### src/design/ahs_pkg.sv
// Package for the annulus search: sizes, codes, chain token and shared types.
`timescale 1ns / 1ps
package ahs_pkg;

    localparam int MAX_PHOTONS = 1024;
    localparam int ADDR_W      = $clog2(MAX_PHOTONS);
    localparam int TOTAL_W     = ADDR_W + 1;
    localparam int COORD_W     = 16;
    localparam int VOTE_W      = 10;
    localparam int RQ_W        = 24;
    localparam int D_W         = 32;
    localparam int SQ_W        = 33;
    localparam int ROOT_W      = 17;
    localparam int NCELLS      = 128;
    localparam int STEP_W      = 7;
    localparam int LEFT_W      = 8;
    localparam int MUL_W       = 8;

    // floor(x/3) for x < 2^17 is (x * 43691) >> 17
    localparam logic [15:0] DIV3_MAGIC = 16'd43691;
    localparam int          DIV3_SHIFT = 17;
    // distance in Q8 times 100
    localparam logic [14:0] D_SCALE    = 15'd25600;

    localparam logic CFG_N_RADII = 1'b0;
    localparam logic CFG_TOL     = 1'b1;

    typedef enum logic [4:0] {
        S_LOAD, S_BOX, S_RADII, S_DIVI, S_DIV, S_SETUP,
        S_CRD, S_CCAP, S_PRD, S_PCAP, S_PSUM, S_PSQ, S_PSCL, S_PINJ,
        S_FIN, S_WAITF, S_WRD, S_WCAP, S_OUT
    } t_state;

    typedef enum logic [2:0] {
        TK_NONE, TK_SETUP, TK_DIST, TK_END, TK_FINAL
    } t_tok_kind;

    typedef struct packed {
        t_tok_kind             kind;
        logic [D_W-1:0]        d;
        logic [RQ_W-1:0]       rq;
        logic [STEP_W-1:0]     frac;
        logic [LEFT_W-1:0]     left;
        logic [ADDR_W-1:0]     idx;
        logic [VOTE_W-1:0]     votes;
    } t_token;

    typedef struct packed {
        logic [STEP_W-1:0] steps;
        logic [RQ_W-1:0]   q;
        logic [STEP_W-1:0] rem;
        logic [MUL_W-1:0]  lo_mul;
        logic [MUL_W-1:0]  hi_mul;
        logic              lo_any;
    } t_cell_cfg;

endpackage

### src/design/ahs_isqrt.sv
// Iterative integer square root, one result bit per cycle.
`timescale 1ns / 1ps
module ahs_isqrt (
    input  logic                       i_clk,
    input  logic                       i_rst_n,
    input  logic                       i_start,
    input  logic [ahs_pkg::SQ_W-1:0]   i_val,
    output logic                       o_busy,
    output logic                       o_done,
    output logic [ahs_pkg::ROOT_W-1:0] o_root
);
    import ahs_pkg::*;

    localparam int W = SQ_W + 1;

    logic [W-1:0] r_v, r_res, r_bit;
    logic [4:0]   r_cnt;
    logic         r_busy, r_done;
    logic [W-1:0] w_sum;

    assign w_sum  = r_res + r_bit;
    assign o_busy = r_busy;
    assign o_done = r_done;
    assign o_root = r_res[ROOT_W-1:0];

    always_ff @(posedge i_clk) begin
        if (!i_rst_n) begin
            r_busy <= 1'b0;
            r_done <= 1'b0;
            r_cnt  <= '0;
        end else begin
            r_done <= 1'b0;
            if (i_start) begin
                r_busy <= 1'b1;
                r_cnt  <= 5'(ROOT_W);
            end else if (r_busy) begin
                r_cnt <= r_cnt - 5'd1;
                if (r_cnt == 5'd1) begin
                    r_busy <= 1'b0;
                    r_done <= 1'b1;
                end
            end
        end
    end

    always_ff @(posedge i_clk) begin
        if (i_start) begin
            r_v   <= {1'b0, i_val};
            r_res <= '0;
            r_bit <= W'(1) << (2 * (ROOT_W - 1));
        end else if (r_busy) begin
            if (r_v >= w_sum) begin
                r_v   <= r_v - w_sum;
                r_res <= (r_res >> 1) + r_bit;
            end else begin
                r_res <= r_res >> 1;
            end
            r_bit <= r_bit >> 2;
        end
    end
endmodule

### config.mk
export PLATFORM = sky130hd
export DESIGN_NAME = ahs_isqrt
export DESIGN_NICKNAME = d
export VERILOG_FILES = /design/src/design/ahs_pkg.sv /design/src/design/ahs_isqrt.sv
export SDC_FILE = /design/constraint.sdc
export NUM_CORES = 1
export LEC_CHECK = 0
export BUFFER_PORTS_ARGS = -buffer_cell sky130_fd_sc_hd__buf_2
export CAP_MARGIN = 20
export CORE_MARGIN = 2
export CORE_UTILIZATION = 45
export CTS_BUF_LIST = sky130_fd_sc_hd__clkbuf_8
export DETAILED_ROUTE_END_ITERATION = 6
export GPL_ROUTABILITY_DRIVEN = 0
export PLACE_DENSITY_LB_ADDON = 0.05
export SLEW_MARGIN = 20
export SYNTH_ARGS = -nofsm -noshare
export SYNTH_HDL_FRONTEND = slang
export SYNTH_SLANG_ARGS = --single-unit
### constraint.sdc
create_clock -name i_clk -period 9.15 [get_ports i_clk]
set_input_delay 1.3725 -clock i_clk [delete_from_list [all_inputs] [get_ports i_clk]]
set_output_delay 1.3725 -clock i_clk [all_outputs]
set_load 0.05 [all_outputs]
* After elaboration in Yosys (flattened, before gate mapping)
Index checks and enable logic that the tools add are counted.
Word-level totals: input port bits 36, output and inout port bits 19, register bits 92, logic and storage cells 32
Operators by class: reductions and logical operators 6, $add $sub $neg 4, bitwise gates (word level) 2, $lt $le $gt $ge 1, equality and inequality tests 1, muxes and demuxes 10
Operator list (count):
- 2-to-1 mux 33 bit | 3
- adder 33 x 33 -> 34 bit | 1
- adder 34 x 33 -> 34 bit | 1
- greater-or-equal comparator 34 bit | 1
- 2-to-1 mux 34 bit | 1
- subtractor 34 bit | 1
- 2-to-1 mux 5 bit | 2
- equality test 5 x 1 -> 1 bit, second input constant | 1
- subtractor 5 x 1 -> 5 bit, second input constant | 1
- 2-to-1 mux 1 bit | 4
- AND reduction 2 bit | 2
- nonzero test 2 bit | 2
- OR reduction 3 bit | 1
- inverter 1 bit | 2
- OR reduction 2 bit | 1

* Logic depth before layout (Yosys ltp)
word-level depth 5, gate-level depth with buffers 21, gate-level depth less buffers 19

* Least setup slack after synthesis
Ideal clock, no wire load.
kind flip-flop to flip-flop, from reg r_res[2], to reg r_v[0] (enable), setup slack 2.688 ns, data required time 8.681 ns, data arrival time 5.993 ns, buffers on the path 2, library setup time 0.469 ns, cell stages (with the launch flop) 19, period minus slack after synthesis 6.462 ns, path through dfxtp_1 -> ha_1 -> a31oi_2 -> a211oi_2 -> a31oi_2 -> o32ai_4 -> a211oi_2 -> o31ai_4 -> a21oi_1 -> xor2_1 -> ha_1 -> buf_2 -> nand4_1 -> nor4_1 -> a41oi_1 -> o21ai_1 -> nor2_2 -> buf_2 -> o21ai_0
On the way: cells in the longest elaborated chain, start to end 4
Ends and longest elaborated chain:
- start, declared | RTL line ahs_isqrt.sv:16 | logic [W-1:0] r_v, r_res, r_bit;
- start signal, assigned | RTL line ahs_isqrt.sv:54 | r_res <= (r_res >> 1) + r_bit;
- start signal, assigned | RTL line ahs_isqrt.sv:56 | r_res <= r_res >> 1;
- adder 34 x 33 -> 34 bit | RTL line ahs_isqrt.sv:21 | assign w_sum = r_res + r_bit;
- greater-or-equal comparator 34 bit | RTL line ahs_isqrt.sv:52 | if (r_v >= w_sum) begin
- nonzero test 2 bit (no line)
- AND reduction 2 bit (no line)
- end signal, assigned | RTL line ahs_isqrt.sv:48 | r_v <= {1'b0, i_val};
- end signal, assigned | RTL line ahs_isqrt.sv:53 | r_v <= r_v - w_sum;
- end, declared | RTL line ahs_isqrt.sv:16
Every way passes these cells. A chain may end at the register's enable or synchronous reset.

* Worst setup path in the final report
from reg r_res[2], to reg r_res[1]
On the way: cells in the longest elaborated chain, start to end 3, elaborated cells on any way between the ends 4, those cells by class add/sub (2); order compare (1); mux (1)
Ends and longest elaborated chain (RTL line):
- adder 34 x 33 -> 34 bit | ahs_isqrt.sv:21
- greater-or-equal comparator 34 bit | ahs_isqrt.sv:52
- 2-to-1 mux 34 bit (*) | ahs_isqrt.sv:52
Every way passes the cells marked *; elsewhere a longest branch is shown, timed or not.

==> reports/qor.csv <==
metric,value,unit
finalMaxSlewViolations,0,
cp_max_fo,16,
cpPeakStageDelay,750,ps
cts.hold.buffers_added,0,
finalNonFillerCells,1244,
synth-edff-count,33,
cts-buffers-inserted,9,
postSynthCellCount,1010,
clk_latency,400,ps
r2r-start,r_res[2],
skew,17.0,ps
hold_class,flip-flop to flip-flop,
placed_cell_area,8350,µm²
clock.fmax,180,MHz
first_pass_iters,5,
setup_viol,0,
diodes,0,
routed_wl,22100,µm
grt_pass1_vias,6888,
grt_max_degree,63,
dieWidth,138,µm
hold_ws,505,ps
synth_cell_types,69,
cts_buffer_depth,2,
die_h,138,µm
drtIter0Drc,452,
ant_nets,0,
worst_setup_path_start_kind,flip-flop,
yosysTopAreaCell,dfxtp_1,
drv_cap,0,
dieArea,19100,µm²
ys_top_cells_by_area,"dfxtp_1 15%, edfxtp_1 12%, ha_1 11%, nor2_1 5.6%, xnor2_1 4.9%",
final_cell_area,8550,µm²
total_power,2.67,mW
grt-ovfl-total,0,
drcViolationCount,0,
area_delta_synth_final,5.64,%
ys_warn_count,0,
grt_pass1_wl,36300,µm
final_common_cell,nor2_1,
cts-resized-gates,0,
relSlewSlack,42.4,%
crit_path_end_kind,flip-flop,
ys.flop_type,dfxtp_1,
start_util,45.5,%
placedCellCount,1227,
worstHoldStart,r_cnt[1],
p_leak,3.28,nW
antenna_found_initial,0,
path_cells,ha_1 > a31oi_2 > a211oi_2 > a31oi_2 > o32ai_4 > a211oi_2 > o31ai_4 > a21oi_1 > xor2_1 > ha_1 > nand4_1 > nor4_1 > a41oi_1 > o21a_1 > nand2_1 > nand2_1 > a311oi_1,
ir_worst_vdd,0.150,mV
core,17800,µm²
tightest_slew,862,ps
finalHoldViolations,0,
multiInputGateArea,5480,µm²
vias,7230,
critPathSlowestCell,nand2_1,
syn-num-nets,1119,
crit_arrival,5840,ps
yosysTopAreaCellShare,14.6,%
nets,1119,
min_period_over_period,60.6,%
final.setup.tns,0,ps
yosysSeqAreaShare,26.8,%
grtUsageTotal,23.2,%
status,"finished, final reports clean",
power_density,313,nW/µm²
via_per_inst,5.81,
fin_crit,5550,ps
startpoint,r_res[2],
netlist_area,8090,µm²
htree_levels,3,
io_buffers,54,
final_cell_mix,"120 x nor2_1, 103 x nand2_1, 72 x ha_1",
ys_ff_latch,92,
cts_sinks,92,
synth.avg_cell_area,8.01,µm²
clkTransAtPathRegs,100,ps
cts_root_buffer,clkbuf_8,
cts_tree,done,
regArea,2180,µm²
routedWlPerCell,17.7,µm
postCtsSetupBuffers,0,
row_count,49,
rsz0062_at_grt,false,
fillers,1815,
synthArstFlopShare,0,%
worstSetupPathType,flip-flop to flip-flop,
io_pins,55,
cp.required,9440,ps
drive_gt1_share,10.0,%
dp_hpwl,16200,µm
-- worst max-delay path: cells and delay by family, from the launching register on --
family                   cells  cell delay, ps
AO/OA/AOI/OAI               10            2570
XOR/XNOR                     1             160
adder cells (fa/ha/maj)      2             800
flip-flops                   1             390
AND/OR/NAND/NOR              4            1530
-- state kept, by name, indices dropped and copies added, names as in the netlist --
name    cells
r_v        34
r_bit      17
r_res      34
r_cnt       5
o_done      1
o_busy      1
-- Yosys cell counts, types with 5 or more instances --
cell type and number:
nor2_1 120, nand2_1 103, ha_1 72, a21oi_1 67, dfxtp_1 59, o21ai_0 52
xnor2_1 45, xor2_1 35, clkbuf_1 34, edfxtp_1 33, a31oi_1 26, inv_1 26
a211oi_1 25, o21ai_1 25, mux2i_1 23, a21o_1 20, nand3_1 20, buf_4 18
nor3_1 17, nand4_1 16, buf_2 15, nor2b_1 13, o31ai_1 11, and3_1 10
nand2b_1 10, o211ai_1 9, a311oi_1 8, mux2_2 6, a31oi_2 5, and2_1 5
o21a_1 5, o21bai_1 5, or3_1 5
-- routing by layer --
metal	up-vias	GRT usage, %	routed length (µm)
met2	138	37.9	10200
met1	3378	32.1	10700
met5	-	0	0
li1	3685	-	-
met4	0	6.82	447
met3	29	3.33	785
-- power by group --
part / switching [mW] / internal [mW]
Sequential: 0.108 / 0.571
Clock: 0.165 / 0.0985
Combinational: 1.08 / 0.647
Total: 1.36 / 1.32
-- stage by stage --
stage                     setup WS, ps  util, %
after floorplan                   2690        -
after global placement            3640     47.0
after detailed placement          3480     47.0
after CTS                         3440     47.9
after global routing              3010     48.1
final                             3600     48.1
-- cell families (layout without fill, tap and decap cells) --
kind of cell | after synthesis | after routing | synth area share (%)
compound gates | 301 | 301 | 24.8
xor+xnor | 80 | 80 | 8.66
fa+ha+maj | 73 | 73 | 11.4
flops | 92 | 92 | 26.8
mux | 31 | 31 | 3.96
buf+inv | 97 | 102 | 5.57
simple gates | 336 | 336 | 18.8
-- final cells by class --
| type | instances | area share, % |
|---|---|---|
| inverter | 26 | 1.14 |
| clock buffer | 9 | 1.45 |
| multi-input combinational | 821 | 64.2 |
| clock inverter | 7 | 0.498 |
| timing repair buffer | 60 | 3.95 |
| tap | 229 | 3.35 |
| sequential | 92 | 25.5 |
-- worst paths after layout --
path                    to  slack (ps)  depth (start not counted)
hold / removal    r_cnt[1]         500                          2
setup reg to reg  r_res[1]        3600                         17
hold reg to reg   r_cnt[1]         500                          2
setup / recovery  r_res[1]        3600                         17
Power figures use the tool's default switching activity.
