## src/design/ahs_pkg.sv

```systemverilog
// Package for the annulus search: sizes, codes, chain token and shared types.
`timescale 1ns / 1ps
package ahs_pkg;

    localparam int MAX_PHOTONS = 1024;
    localparam int ADDR_W      = $clog2(MAX_PHOTONS);
    localparam int TOTAL_W     = ADDR_W + 1;
    localparam int COORD_W     = 16;
    localparam int VOTE_W      = 10;
    localparam int RQ_W        = 24;
    localparam int D_W         = 32;
    localparam int SQ_W        = 33;
    localparam int ROOT_W      = 17;
    localparam int NCELLS      = 128;
    localparam int STEP_W      = 7;
    localparam int LEFT_W      = 8;
    localparam int MUL_W       = 8;

    // floor(x/3) for x < 2^17 is (x * 43691) >> 17
    localparam logic [15:0] DIV3_MAGIC = 16'd43691;
    localparam int          DIV3_SHIFT = 17;
    // distance in Q8 times 100
    localparam logic [14:0] D_SCALE    = 15'd25600;

    localparam logic CFG_N_RADII = 1'b0;
    localparam logic CFG_TOL     = 1'b1;

    typedef enum logic [4:0] {
        S_LOAD, S_BOX, S_RADII, S_DIVI, S_DIV, S_SETUP,
        S_CRD, S_CCAP, S_PRD, S_PCAP, S_PSUM, S_PSQ, S_PSCL, S_PINJ,
        S_FIN, S_WAITF, S_WRD, S_WCAP, S_OUT
    } t_state;

    typedef enum logic [2:0] {
        TK_NONE, TK_SETUP, TK_DIST, TK_END, TK_FINAL
    } t_tok_kind;

    typedef struct packed {
        t_tok_kind             kind;
        logic [D_W-1:0]        d;
        logic [RQ_W-1:0]       rq;
        logic [STEP_W-1:0]     frac;
        logic [LEFT_W-1:0]     left;
        logic [ADDR_W-1:0]     idx;
        logic [VOTE_W-1:0]     votes;
    } t_token;

    typedef struct packed {
        logic [STEP_W-1:0] steps;
        logic [RQ_W-1:0]   q;
        logic [STEP_W-1:0] rem;
        logic [MUL_W-1:0]  lo_mul;
        logic [MUL_W-1:0]  hi_mul;
        logic              lo_any;
    } t_cell_cfg;

endpackage

```

## src/design/ahs_cell.sv

```systemverilog
// One radius cell of the vote chain: holds a radius, its counters and its best centre.
`timescale 1ns / 1ps
module ahs_cell (
    input  logic               i_clk,
    input  logic               i_rst_n,
    input  ahs_pkg::t_cell_cfg i_cfg,
    input  ahs_pkg::t_token    i_tok,
    output ahs_pkg::t_token    o_tok
);
    import ahs_pkg::*;

    logic                r_active;
    logic [RQ_W-1:0]     r_rq;
    logic [D_W-1:0]      r_lo, r_hi;
    logic [VOTE_W-1:0]   r_cnt, r_best;
    logic [ADDR_W-1:0]   r_bidx;
    t_token              r_tok;
    t_token              n_tok;

    logic [STEP_W:0]     w_f;
    logic                w_carry;
    logic                w_hit;

    assign w_f     = {1'b0, i_tok.frac} + {1'b0, i_cfg.rem};
    assign w_carry = w_f >= {1'b0, i_cfg.steps};
    assign w_hit   = (i_cfg.lo_any || i_tok.d >= r_lo) && (i_tok.d <= r_hi);
    assign o_tok   = r_tok;

    always_comb begin
        n_tok = i_tok;
        case (i_tok.kind)
            TK_SETUP: begin
                // next radius: step by the quotient, carry from the fraction
                n_tok.rq   = i_tok.rq + i_cfg.q + RQ_W'(w_carry);
                n_tok.frac = w_carry ? STEP_W'(w_f - {1'b0, i_cfg.steps})
                                     : STEP_W'(w_f);
                n_tok.left = (i_tok.left == '0) ? '0 : i_tok.left - LEFT_W'(1);
            end
            TK_FINAL: begin
                if (r_active && r_best > i_tok.votes) begin
                    n_tok.votes = r_best;
                    n_tok.idx   = r_bidx;
                    n_tok.rq    = r_rq;
                end
            end
            default: begin
            end
        endcase
    end

    always_ff @(posedge i_clk) begin
        if (!i_rst_n) begin
            r_tok.kind <= TK_NONE;
            r_active   <= 1'b0;
        end else begin
            r_tok <= n_tok;
            if (i_tok.kind == TK_SETUP) begin
                r_active <= i_tok.left != '0;
            end
        end
    end

    always_ff @(posedge i_clk) begin
        r_lo <= D_W'(r_rq * i_cfg.lo_mul);
        r_hi <= D_W'(r_rq * i_cfg.hi_mul);
        case (i_tok.kind)
            TK_SETUP: begin
                r_rq   <= i_tok.rq;
                r_cnt  <= '0;
                r_best <= '0;
                r_bidx <= '0;
            end
            TK_DIST: begin
                if (r_active && w_hit) begin
                    r_cnt <= r_cnt + VOTE_W'(1);
                end
            end
            TK_END: begin
                if (r_active && r_cnt > r_best) begin
                    r_best <= r_cnt;
                    r_bidx <= i_tok.idx;
                end
                r_cnt <= '0;
            end
            default: begin
            end
        endcase
    end
endmodule

```

## config.mk

```make
export PLATFORM = sky130hd
export DESIGN_NAME = ahs_cell
export DESIGN_NICKNAME = d
export VERILOG_FILES = /design/src/design/ahs_pkg.sv /design/src/design/ahs_cell.sv
export SDC_FILE = /design/constraint.sdc
export NUM_CORES = 1
export LEC_CHECK = 0
export BUFFER_PORTS_ARGS = -buffer_cell sky130_fd_sc_hd__buf_2
export CAP_MARGIN = 15
export CORE_MARGIN = 1.5
export CORE_UTILIZATION = 45
export DETAILED_ROUTE_END_ITERATION = 10
export PLACE_DENSITY = 0.61
export SYNTH_ARGS = -nofsm -noshare
export SYNTH_HDL_FRONTEND = slang
export SYNTH_SLANG_ARGS = --single-unit
```

## constraint.sdc

```tcl
create_clock -name i_clk -period 6.33 [get_ports i_clk]
set_input_delay 0.9495 -clock i_clk [delete_from_list [all_inputs] [get_ports i_clk]]
set_output_delay 0.9495 -clock i_clk [all_outputs]
set_load 0.05 [all_outputs]
```

# After elaboration in Yosys (flattened, before gate mapping)

Index checks and enable logic that the tools add are counted.

Register bits: 213
Input bits: 151
Output and inout bits: 94
Word-level logic and storage cells: 58

Add/subtract/negate cells: 6
Multipliers: 2
Order comparisons: 5
Equal/unequal tests: 6
Mux-type cells: 13
Reductions and logical operators: 12

Operators with widths:

| cell                    | number |
|---|---|
| $mul A24 B8 Y32         | 2 |
| $pmux W10 S2            | 3 |
| $pmux W24 S2            | 1 |
| $mux W20                | 2 |
| $ge A32 B32 Y1          | 1 |
| $le A32 B32 Y1          | 1 |
| $mux W10                | 3 |
| $add A24 B1 Y24         | 1 |
| $add A24 B24 Y24        | 1 |
| $mux W24                | 1 |
| $gt A10 B10 Y1          | 2 |
| $mux W15                | 1 |
| $add A10 B1 Y10 const B | 1 |
| $add A7 B7 Y8           | 1 |
| $ge A8 B7 Y1            | 1 |
| $logic_not A8 Y1        | 1 |
| $mux W8                 | 1 |
| $reduce_bool A8 Y1      | 1 |
| $sub A8 B1 Y8 const B   | 1 |
| $mux W7                 | 1 |
| $sub A7 B7 Y7           | 1 |
| $eq A3 B2 Y1 const B    | 2 |
| $logic_and A1 B1 Y1     | 4 |
| $ne A2 B2 Y1 const B    | 2 |
| other kinds (6)         | 8 |

# Depth between registers and ports, before layout

Gate-level depths: netlist (run 1).

Word-level depth: 6
Mapped depth: 22
Mapped depth without buffers: 22

# Least setup slack after synthesis (run 1)

No wires, ideal clock.

Path type: input port to flip-flop
Start point: in i_cfg[17] (netlist name)
End point: reg r_tok (netlist bit o_tok[51]), data pin
Setup time: 274 ps
Arrival time: 5115 ps
Required time: 6056 ps
Path slack: 940 ps
Stages: 22
Buffers on the path: 0
Cell sequence: ha_1 -> fa_1 -> a21oi_1 -> nor2_1 -> nor2_1 -> o21bai_1 -> a21oi_1 -> xnor2_1 -> ha_1 -> nand4_1 -> o2111ai_2 -> inv_1 -> fa_1 -> fa_1 -> nor2b_1 -> o31a_1 -> o21ai_0 -> o211ai_1 -> a31oi_1 -> o21ai_0 -> xnor2_1 -> o221ai_1

RTL lines:

| item                   | line           | text |
|---|---|---|
| start: declaration     | ahs_cell.sv:6  | `input ahs_pkg::t_cell_cfg i_cfg,` |
| end signal: assignment | ahs_cell.sv:56 | `r_tok <= n_tok;` |
| end: declaration       | ahs_cell.sv:17 | `t_token r_tok;` |

# Worst setup path after layout (run 1)

Start point: in i_cfg[16] (netlist name)
End point: reg r_lo[25]

Cells in the longest elaborated chain, start to end: 1

RTL lines:

| item                   | line           | text |
|---|---|---|
| $mul A24 B8 Y32        | ahs_cell.sv:64 | `r_lo <= D_W'(r_rq * i_cfg.lo_mul);` |
| end signal: assignment | ahs_cell.sv:64 |  |
| end: declaration       | ahs_cell.sv:14 | `logic [D_W-1:0] r_lo, r_hi;` |

Every way passes these cells.
A chain may end at the register's enable or synchronous reset.

==> results_dict.tcl, run 1 <==
set metrics [dict create \
    relSlewSlack_pct 38.3 \
    final_util_pct 51.4 \
    grt_busiest_layer "met2" \
    cts_buffers 28 \
    hold_violations 0 \
    routed_wl_mm 55.0 \
    p_leak_uw 0.0119 \
    grt_remaining_overflow 0 \
    grt_max_degree 50 \
    grt_use_met2_pct 38.0 \
    tritoncts "built" \
    status "finished, final reports clean" \
    use_met1_pct 28.4 \
    yosysMostFrequentCell "inv_1" \
    fin_skew_ns 0.0151 \
    drc_errors 0 \
    h-tree-depth 1 \
    max_freq_mhz 184 \
    period_needed_ns 5.44 \
    clk_pin_slew_worst_paths_ns 0.06 \
    drv_cap 0 \
    syn2layout_area_growth_pct 12.2 \
    die_w_um 227 \
    synth.top_cell.area_share_pct 23.8 \
    core_um2 49200 \
    critPathMaxFanout 24 \
    place_hpwl_mm 44.2 \
    hold_path.class "flop to flop" \
    final.fill_count 4511 \
    grt_pass1_vias 18200 \
    cellPowerDensity_nw_per_um2 345 \
    synth_edf_count 145 \
    vias 17100 \
    dr.pass1.iters 5 \
    cp.required_ns 6.78 \
    cts_resized 0 \
    synth-seq-cells 213 \
    cp_common_cell "fa_1" \
    clk_path_buf_depth 3 \
    yosysTopAreaCell "fa_1" \
    netlist_instances 2345 \
    setup_viol 0 \
    reg2regPathDepth 16 \
    synthTopCellsByArea "fa_1 24%, edfxtp_1 19%, ha_1 13%" \
    routabilityCongestion 0.882 \
    drive_above_1_share_pct 13.1 \
    setup_tns_ns 0 \
    setup_ws_ns 0.892 \
    post_cts_buffers 0 \
    antenna_found_initial 2 \
    grt_pass1_wl_mm 90.9 \
    viasPerCell 5.29 \
    synthTopCellsByCount "346 x inv_1, 302 x nand2_1, 268 x fa_1, 226 x ha_1, 166 x and2_1" \
    whs_path_depth 1 \
    cts_hold_buf 0 \
    synth_nets 2990 \
    grtUsageMet3_pct 3.72 \
    worstSetupPathType "input pin to flop" \
    seq_area_frac_synth_pct 25.4 \
    wl_per_cell_um 17.0 \
    syn_area_um2 22500 \
    start_kind "input pin" \
    synthDistinctLibCells 69 \
    ant_nets 0 \
    rsz0062_at_grt "no" \
    yosys_warnings 0 \
    die_height_um 227 \
    fin_crit_sh_pct 85.9 \
    worst_pin_slew_ns 0.925 \
    avgSynthCellArea_um2 9.61 \
    cts_root_buf "clkbuf_16" \
    io_buffers 244 \
    io_pins 245 \
    finalMaxSlewViolations 0 \
    layout.nets 3187 \
    cts.sinks 213 \
    start_util_pct 45.9 \
    cp_slowest_cell "fa_1" \
    track_usage_pct 22.0 \
    path_cells "buf_2, nand2_1, fa_1, inv_1, fa_1, fa_1, fa_1, ha_1, a21o_2, a211oi_1, a21oi_1, o2111ai_1, nand3_1, a31oi_1, o21ai_0, xnor2_1" \
    synth-async-reset-ratio_pct 0 \
    die_area_um2 51400 \
    critPathMaxStageDelay_ns 0.57 \
    peakVddDrop_mv 0.210 \
    drtIter0Drc 815 \
    post-place-ws_ns 0.322 \
    critPathArrivalTime_ns 5.89 \
    synth_top_flop_cell "edfxtp_1" \
    rows 81 \
    cp-end-kind "flop" \
    clk_latency_ns 0.57 \
]
critical path, delay by kind of cell:
kind            cells  cell delay, ns
fa+ha+maj           5            2.48
compound gates      6            1.46
simple gates        2            0.38
buf+inv             2            0.44
xor+xnor            1            0.15
report_power, final:
part,total [uW],internal [uW],switching [uW]
clock network,1540,881,658
logic,5250,2160,3080
registers,1950,1810,134
metal layers:
metal / share of wire, % / vias up
met1: 44 / 8391
met2: 47 / 451
met4: 2.5 / 4
met3: 6.0 / 90
li1: - / 8155
met5: 0.029 / -
sequential cells by signal (all words and copies together), names as in the netlist:
register	count
r_lo	32
r_active	1
r_rq	24
r_best	10
r_bidx	10
o_tok	94
r_cnt	10
r_hi	32
final cells by class:
type,count,area (um2),area share [%]
multi-input combinational,1693,15200,60.1
sequential,213,5720,22.6
timing repair buffer,260,1350,5.34
inverter,346,1300,5.14
tap,664,831,3.29
clock buffer,37,786,3.11
clock inverter,15,109,0.430
antenna,2,5.00,0.0198
final timing paths:
| path | end | slack, ns | start |
|---|---|---|---|
| min reg2reg | o_tok[11] | 0.55 | r_bidx[1] |
| min | o_tok[11] | 0.55 | r_bidx[1] |
| max reg2reg | r_lo[25] | 0.91 | r_rq[11] |
| max | r_lo[25] | 0.89 | i_cfg[16] |
placed cells by master, fill, tap and decap left out, drive strengths merged, types with 9 or more instances in the layout:
cell type / netlist / final
nand4: 24 / 24
clkbuf: 88 / 37
xor2: 28 / 28
a21oi: 95 / 95
inv: 346 / 349
mux2: 13 / 13
nor2: 77 / 77
fa: 268 / 268
mux2i: 11 / 11
nor2b: 25 / 25
ha: 226 / 226
and2: 166 / 166
a21o: 53 / 53
a211oi: 14 / 14
buf: 5 / 260
o31ai: 10 / 10
a22oi: 12 / 12
o211ai: 17 / 17
dfxtp: 68 / 68
and3: 28 / 28
clkinv: 0 / 9
edfxtp: 145 / 145
nor3: 21 / 21
nand2b: 14 / 14
nand2: 302 / 302
o21a: 21 / 21
xnor2: 54 / 54
o21ai: 90 / 90
nand3: 32 / 32
cell families (layout without fill, tap and decap cells):
| group | Yosys count | after routing | synth area share [%] |
|---|---|---|---|
| AND/OR/NAND/NOR | 709 | 709 | 15.3 |
| adder cells (fa/ha/maj) | 494 | 494 | 36.3 |
| buffers and inverters | 439 | 658 | 7.34 |
| AO/OA/AOI/OAI | 384 | 384 | 11.4 |
| flip-flops | 213 | 213 | 25.4 |
| XOR/XNOR | 82 | 82 | 3.19 |
| multiplexers | 24 | 24 | 1.14 |
| other | 0 | 2 | 0 |
stage by stage:
| stage | hold slack [ns] | instances | area, um2 | total power, uW |
|---|---|---|---|---|
| after floorplan | 0.465 | 2345 | 22500 | 5930 |
| after global placement | 0.526 | 3175 | 24400 | 7060 |
| after detailed placement | 0.534 | 3175 | 24400 | 7190 |
| after CTS | 0.549 | 3227 | 25300 | 8780 |
| after global routing | 0.562 | 3228 | 25300 | 9560 |
| final | 0.547 | 3230 | 25300 | 8730 |
(Power assumes the default switching activity.)
==> inputs of run 2 (changes only) <==
==> config.mk (replaced) <==
export PLATFORM = sky130hd
export DESIGN_NAME = ahs_cell
export DESIGN_NICKNAME = d
export VERILOG_FILES = /design/src/design/ahs_pkg.sv /design/src/design/ahs_cell.sv
export SDC_FILE = /design/constraint.sdc
export NUM_CORES = 1
export LEC_CHECK = 0
export BUFFER_PORTS_ARGS = -buffer_cell sky130_fd_sc_hd__buf_4
export CAP_MARGIN = 15
export CORE_MARGIN = 1.5
export CORE_UTILIZATION = 50
export DETAILED_ROUTE_END_ITERATION = 10
export PLACE_DENSITY = 0.67
export SYNTH_ARGS = -nofsm -noshare
export SYNTH_HDL_FRONTEND = slang
export SYNTH_SLANG_ARGS = --single-unit
==> run 2 against run 1 <==
  * Die area decreased by 9.9%
  * Routed wire length increased by 2.2%
  * Combinational power increased by 0.8%
  * Register-to-register slack got worse by 0.20 ns
  * Core utilization increased by 6.6 points
  * Clock-buffer cell count unchanged
  * Global-route usage increased by 2.6 points
  * Total power decreased by 0.75%
  * Clock power decreased by 9%
  * First-iteration DRC count increased by 6.3%
  * Flip-flop and latch count unchanged
  * Worst setup slack got worse by 0.18 ns
  * Largest power group unchanged
==> results_dict.tcl, run 2 (synthesis gave the netlist of run 1 again) <==
set metrics [dict create \
    status "finished, final reports clean" \
    drive_above_1_share_pct 12.6 \
    cp_common_cell "fa_1" \
    power_frac_seq_pct 22.9 \
    relSlewSlack_pct 45.8 \
    max_freq_mhz 178 \
    setup_tns_ns 0 \
    routed_wl_mm 56.2 \
    final.fill_count 3921 \
    viasPerCell 5.43 \
    cellPowerDensity_nw_per_um2 337 \
    core_um2 44300 \
    final_common_cell "inv_1" \
    critPathMaxFanout 17 \
    layout.nets 3182 \
    internal-power_uw 4830 \
    fin_crit_sh_pct 88.8 \
    drtIter0Drc 866 \
    cp-end-kind "flop" \
    syn2layout_area_growth_pct 14.0 \
    cts_hold_buf 0 \
    total_power_uw 8670 \
    critPathArrivalTime_ns 6.05 \
    largest_reg_flops 94 \
    start_kind "flop" \
    setup_viol 0 \
    drv_cap 0 \
    r2r_setup_slack_ns 0.71 \
    cts_resized 0 \
    grt_remaining_overflow 0 \
    clock_power_share_pct 16.1 \
    routabilityCongestion 0.941 \
    wl_per_cell_um 17.8 \
    ant_nets 0 \
    die_area_um2 46400 \
    drc_errors 0 \
    place_hpwl_mm 44.6 \
    vias 17100 \
    post_cts_buffers 0 \
    rows 77 \
    worst_pin_slew_ns 0.813 \
    cp.required_ns 6.76 \
    start_util_pct 50.9 \
    worstSetupPathType "flop to flop" \
    switchingPower_uw 3830 \
    peakVddDrop_mv 0.231 \
    period_needed_ns 5.62 \
    grt_max_degree 51 \
    hold_violations 0 \
    io_pins 245 \
    die_w_um 215 \
    grt_pass1_vias 17800 \
    clk_pin_slew_worst_paths_ns 0.06 \
    io_buffers 244 \
    critPathMaxStageDelay_ns 0.69 \
    hold_path.class "flop to flop" \
    cts.sinks 213 \
    antenna_found_initial 0 \
    final_cell_mix "346 x inv_1, 302 x nand2_1, 268 x fa_1" \
    p_leak_uw 0.0120 \
    diodes 0 \
    grt_pass1_wl_mm 92.4 \
    cts_buffers 26 \
    cp_slowest_cell "edfxtp_1" \
    clk_path_buf_depth 3 \
    pwr-share-comb_pct 61.0 \
    tritoncts "built" \
    netSwitchingFraction_pct 44.2 \
    clk_latency_ns 0.56 \
    cts_root_buf "clkbuf_16" \
    h-tree-depth 1 \
    rsz0062_at_grt "no" \
    dr.pass1.iters 5 \
    track_usage_pct 24.6 \
    fin_skew_ns 0.0210 \
    die_height_um 215 \
    path_cells "and2_1, fa_1, inv_1, fa_1, fa_1, fa_1, inv_1, ha_1, a2111oi_0, nor3_1, o41ai_1, o211ai_1, a21oi_1, o21ai_0, xor2_1" \
    finalMaxSlewViolations 0 \
]
[run 2: cell types whose count changed in the layout (fill, tap and decap cells not counted), sizes merged]
cell / change
clkinv: +2
clkinvlp: -3
buf: -3
inv: -3
diode: -2
[run 2: worst paths after layout]
kind	from	to	cells past startpoint
setup reg to reg	r_rq[6]	r_hi[30]	15
hold reg to reg	r_bidx[6]	o_tok[16]	1
setup / recovery	r_rq[6]	r_hi[30]	15
hold / removal	r_bidx[6]	o_tok[16]	1
[run 2: final cells by class]
type	count	area, um2	share of cell area [%]
multi-input combinational	1693	15200	59.1
sequential	213	5720	22.2
timing repair buffer	257	1960	7.63
inverter	346	1300	5.05
tap	592	741	2.88
clock buffer	37	733	2.85
clock inverter	11	63.8	0.248
[run 2: layer usage]
layer | vias to the layer above | wire (um) | part of all wire [%] | global-route usage [%]
li1 | 8139 | - | - | -
met1 | 8290 | 25400 | 45 | 34.4
met2 | 608 | 25600 | 46 | 40.1
met3 | 74 | 3960 | 7.0 | 4.12
met4 | 0 | 1230 | 2.2 | 5.71
met5 | - | 0 | 0 | 0
[run 2: power groups by stage]
stage | combinational (uW) | clock [uW] | sequential [uW]
after floorplan | 3870 | 0 | 2060
final | 5290 | 1400 | 1980
after global placement | 5080 | 0 | 2010
after CTS | 5280 | 1430 | 1980
after global routing | 5980 | 1480 | 2010
after detailed placement | 5240 | 0 | 2010
[run 2: worst max-delay path: cells and delay by family (launching register included)]
kind | cells | cell delay, ns
fa+ha+maj | 5 | 2.36
compound gates | 5 | 1.68
flops | 1 | 0.69
simple gates | 2 | 0.53
xor+xnor | 1 | 0.15
buf+inv | 2 | 0.10
[run 2: per-stage QoR]
step	std cells	setup WS [ns]	hold slack [ns]	util [%]	area (um2)
global route	3149	0.474	0.552	58.0	25700
global placement	3100	0.600	0.527	56.1	24900
CTS	3148	0.852	0.549	57.9	25700
floorplan	2345	0.940	0.465	-	22500
detailed placement	3100	0.471	0.534	56.1	24900
finish	3149	0.711	0.552	58.0	25700
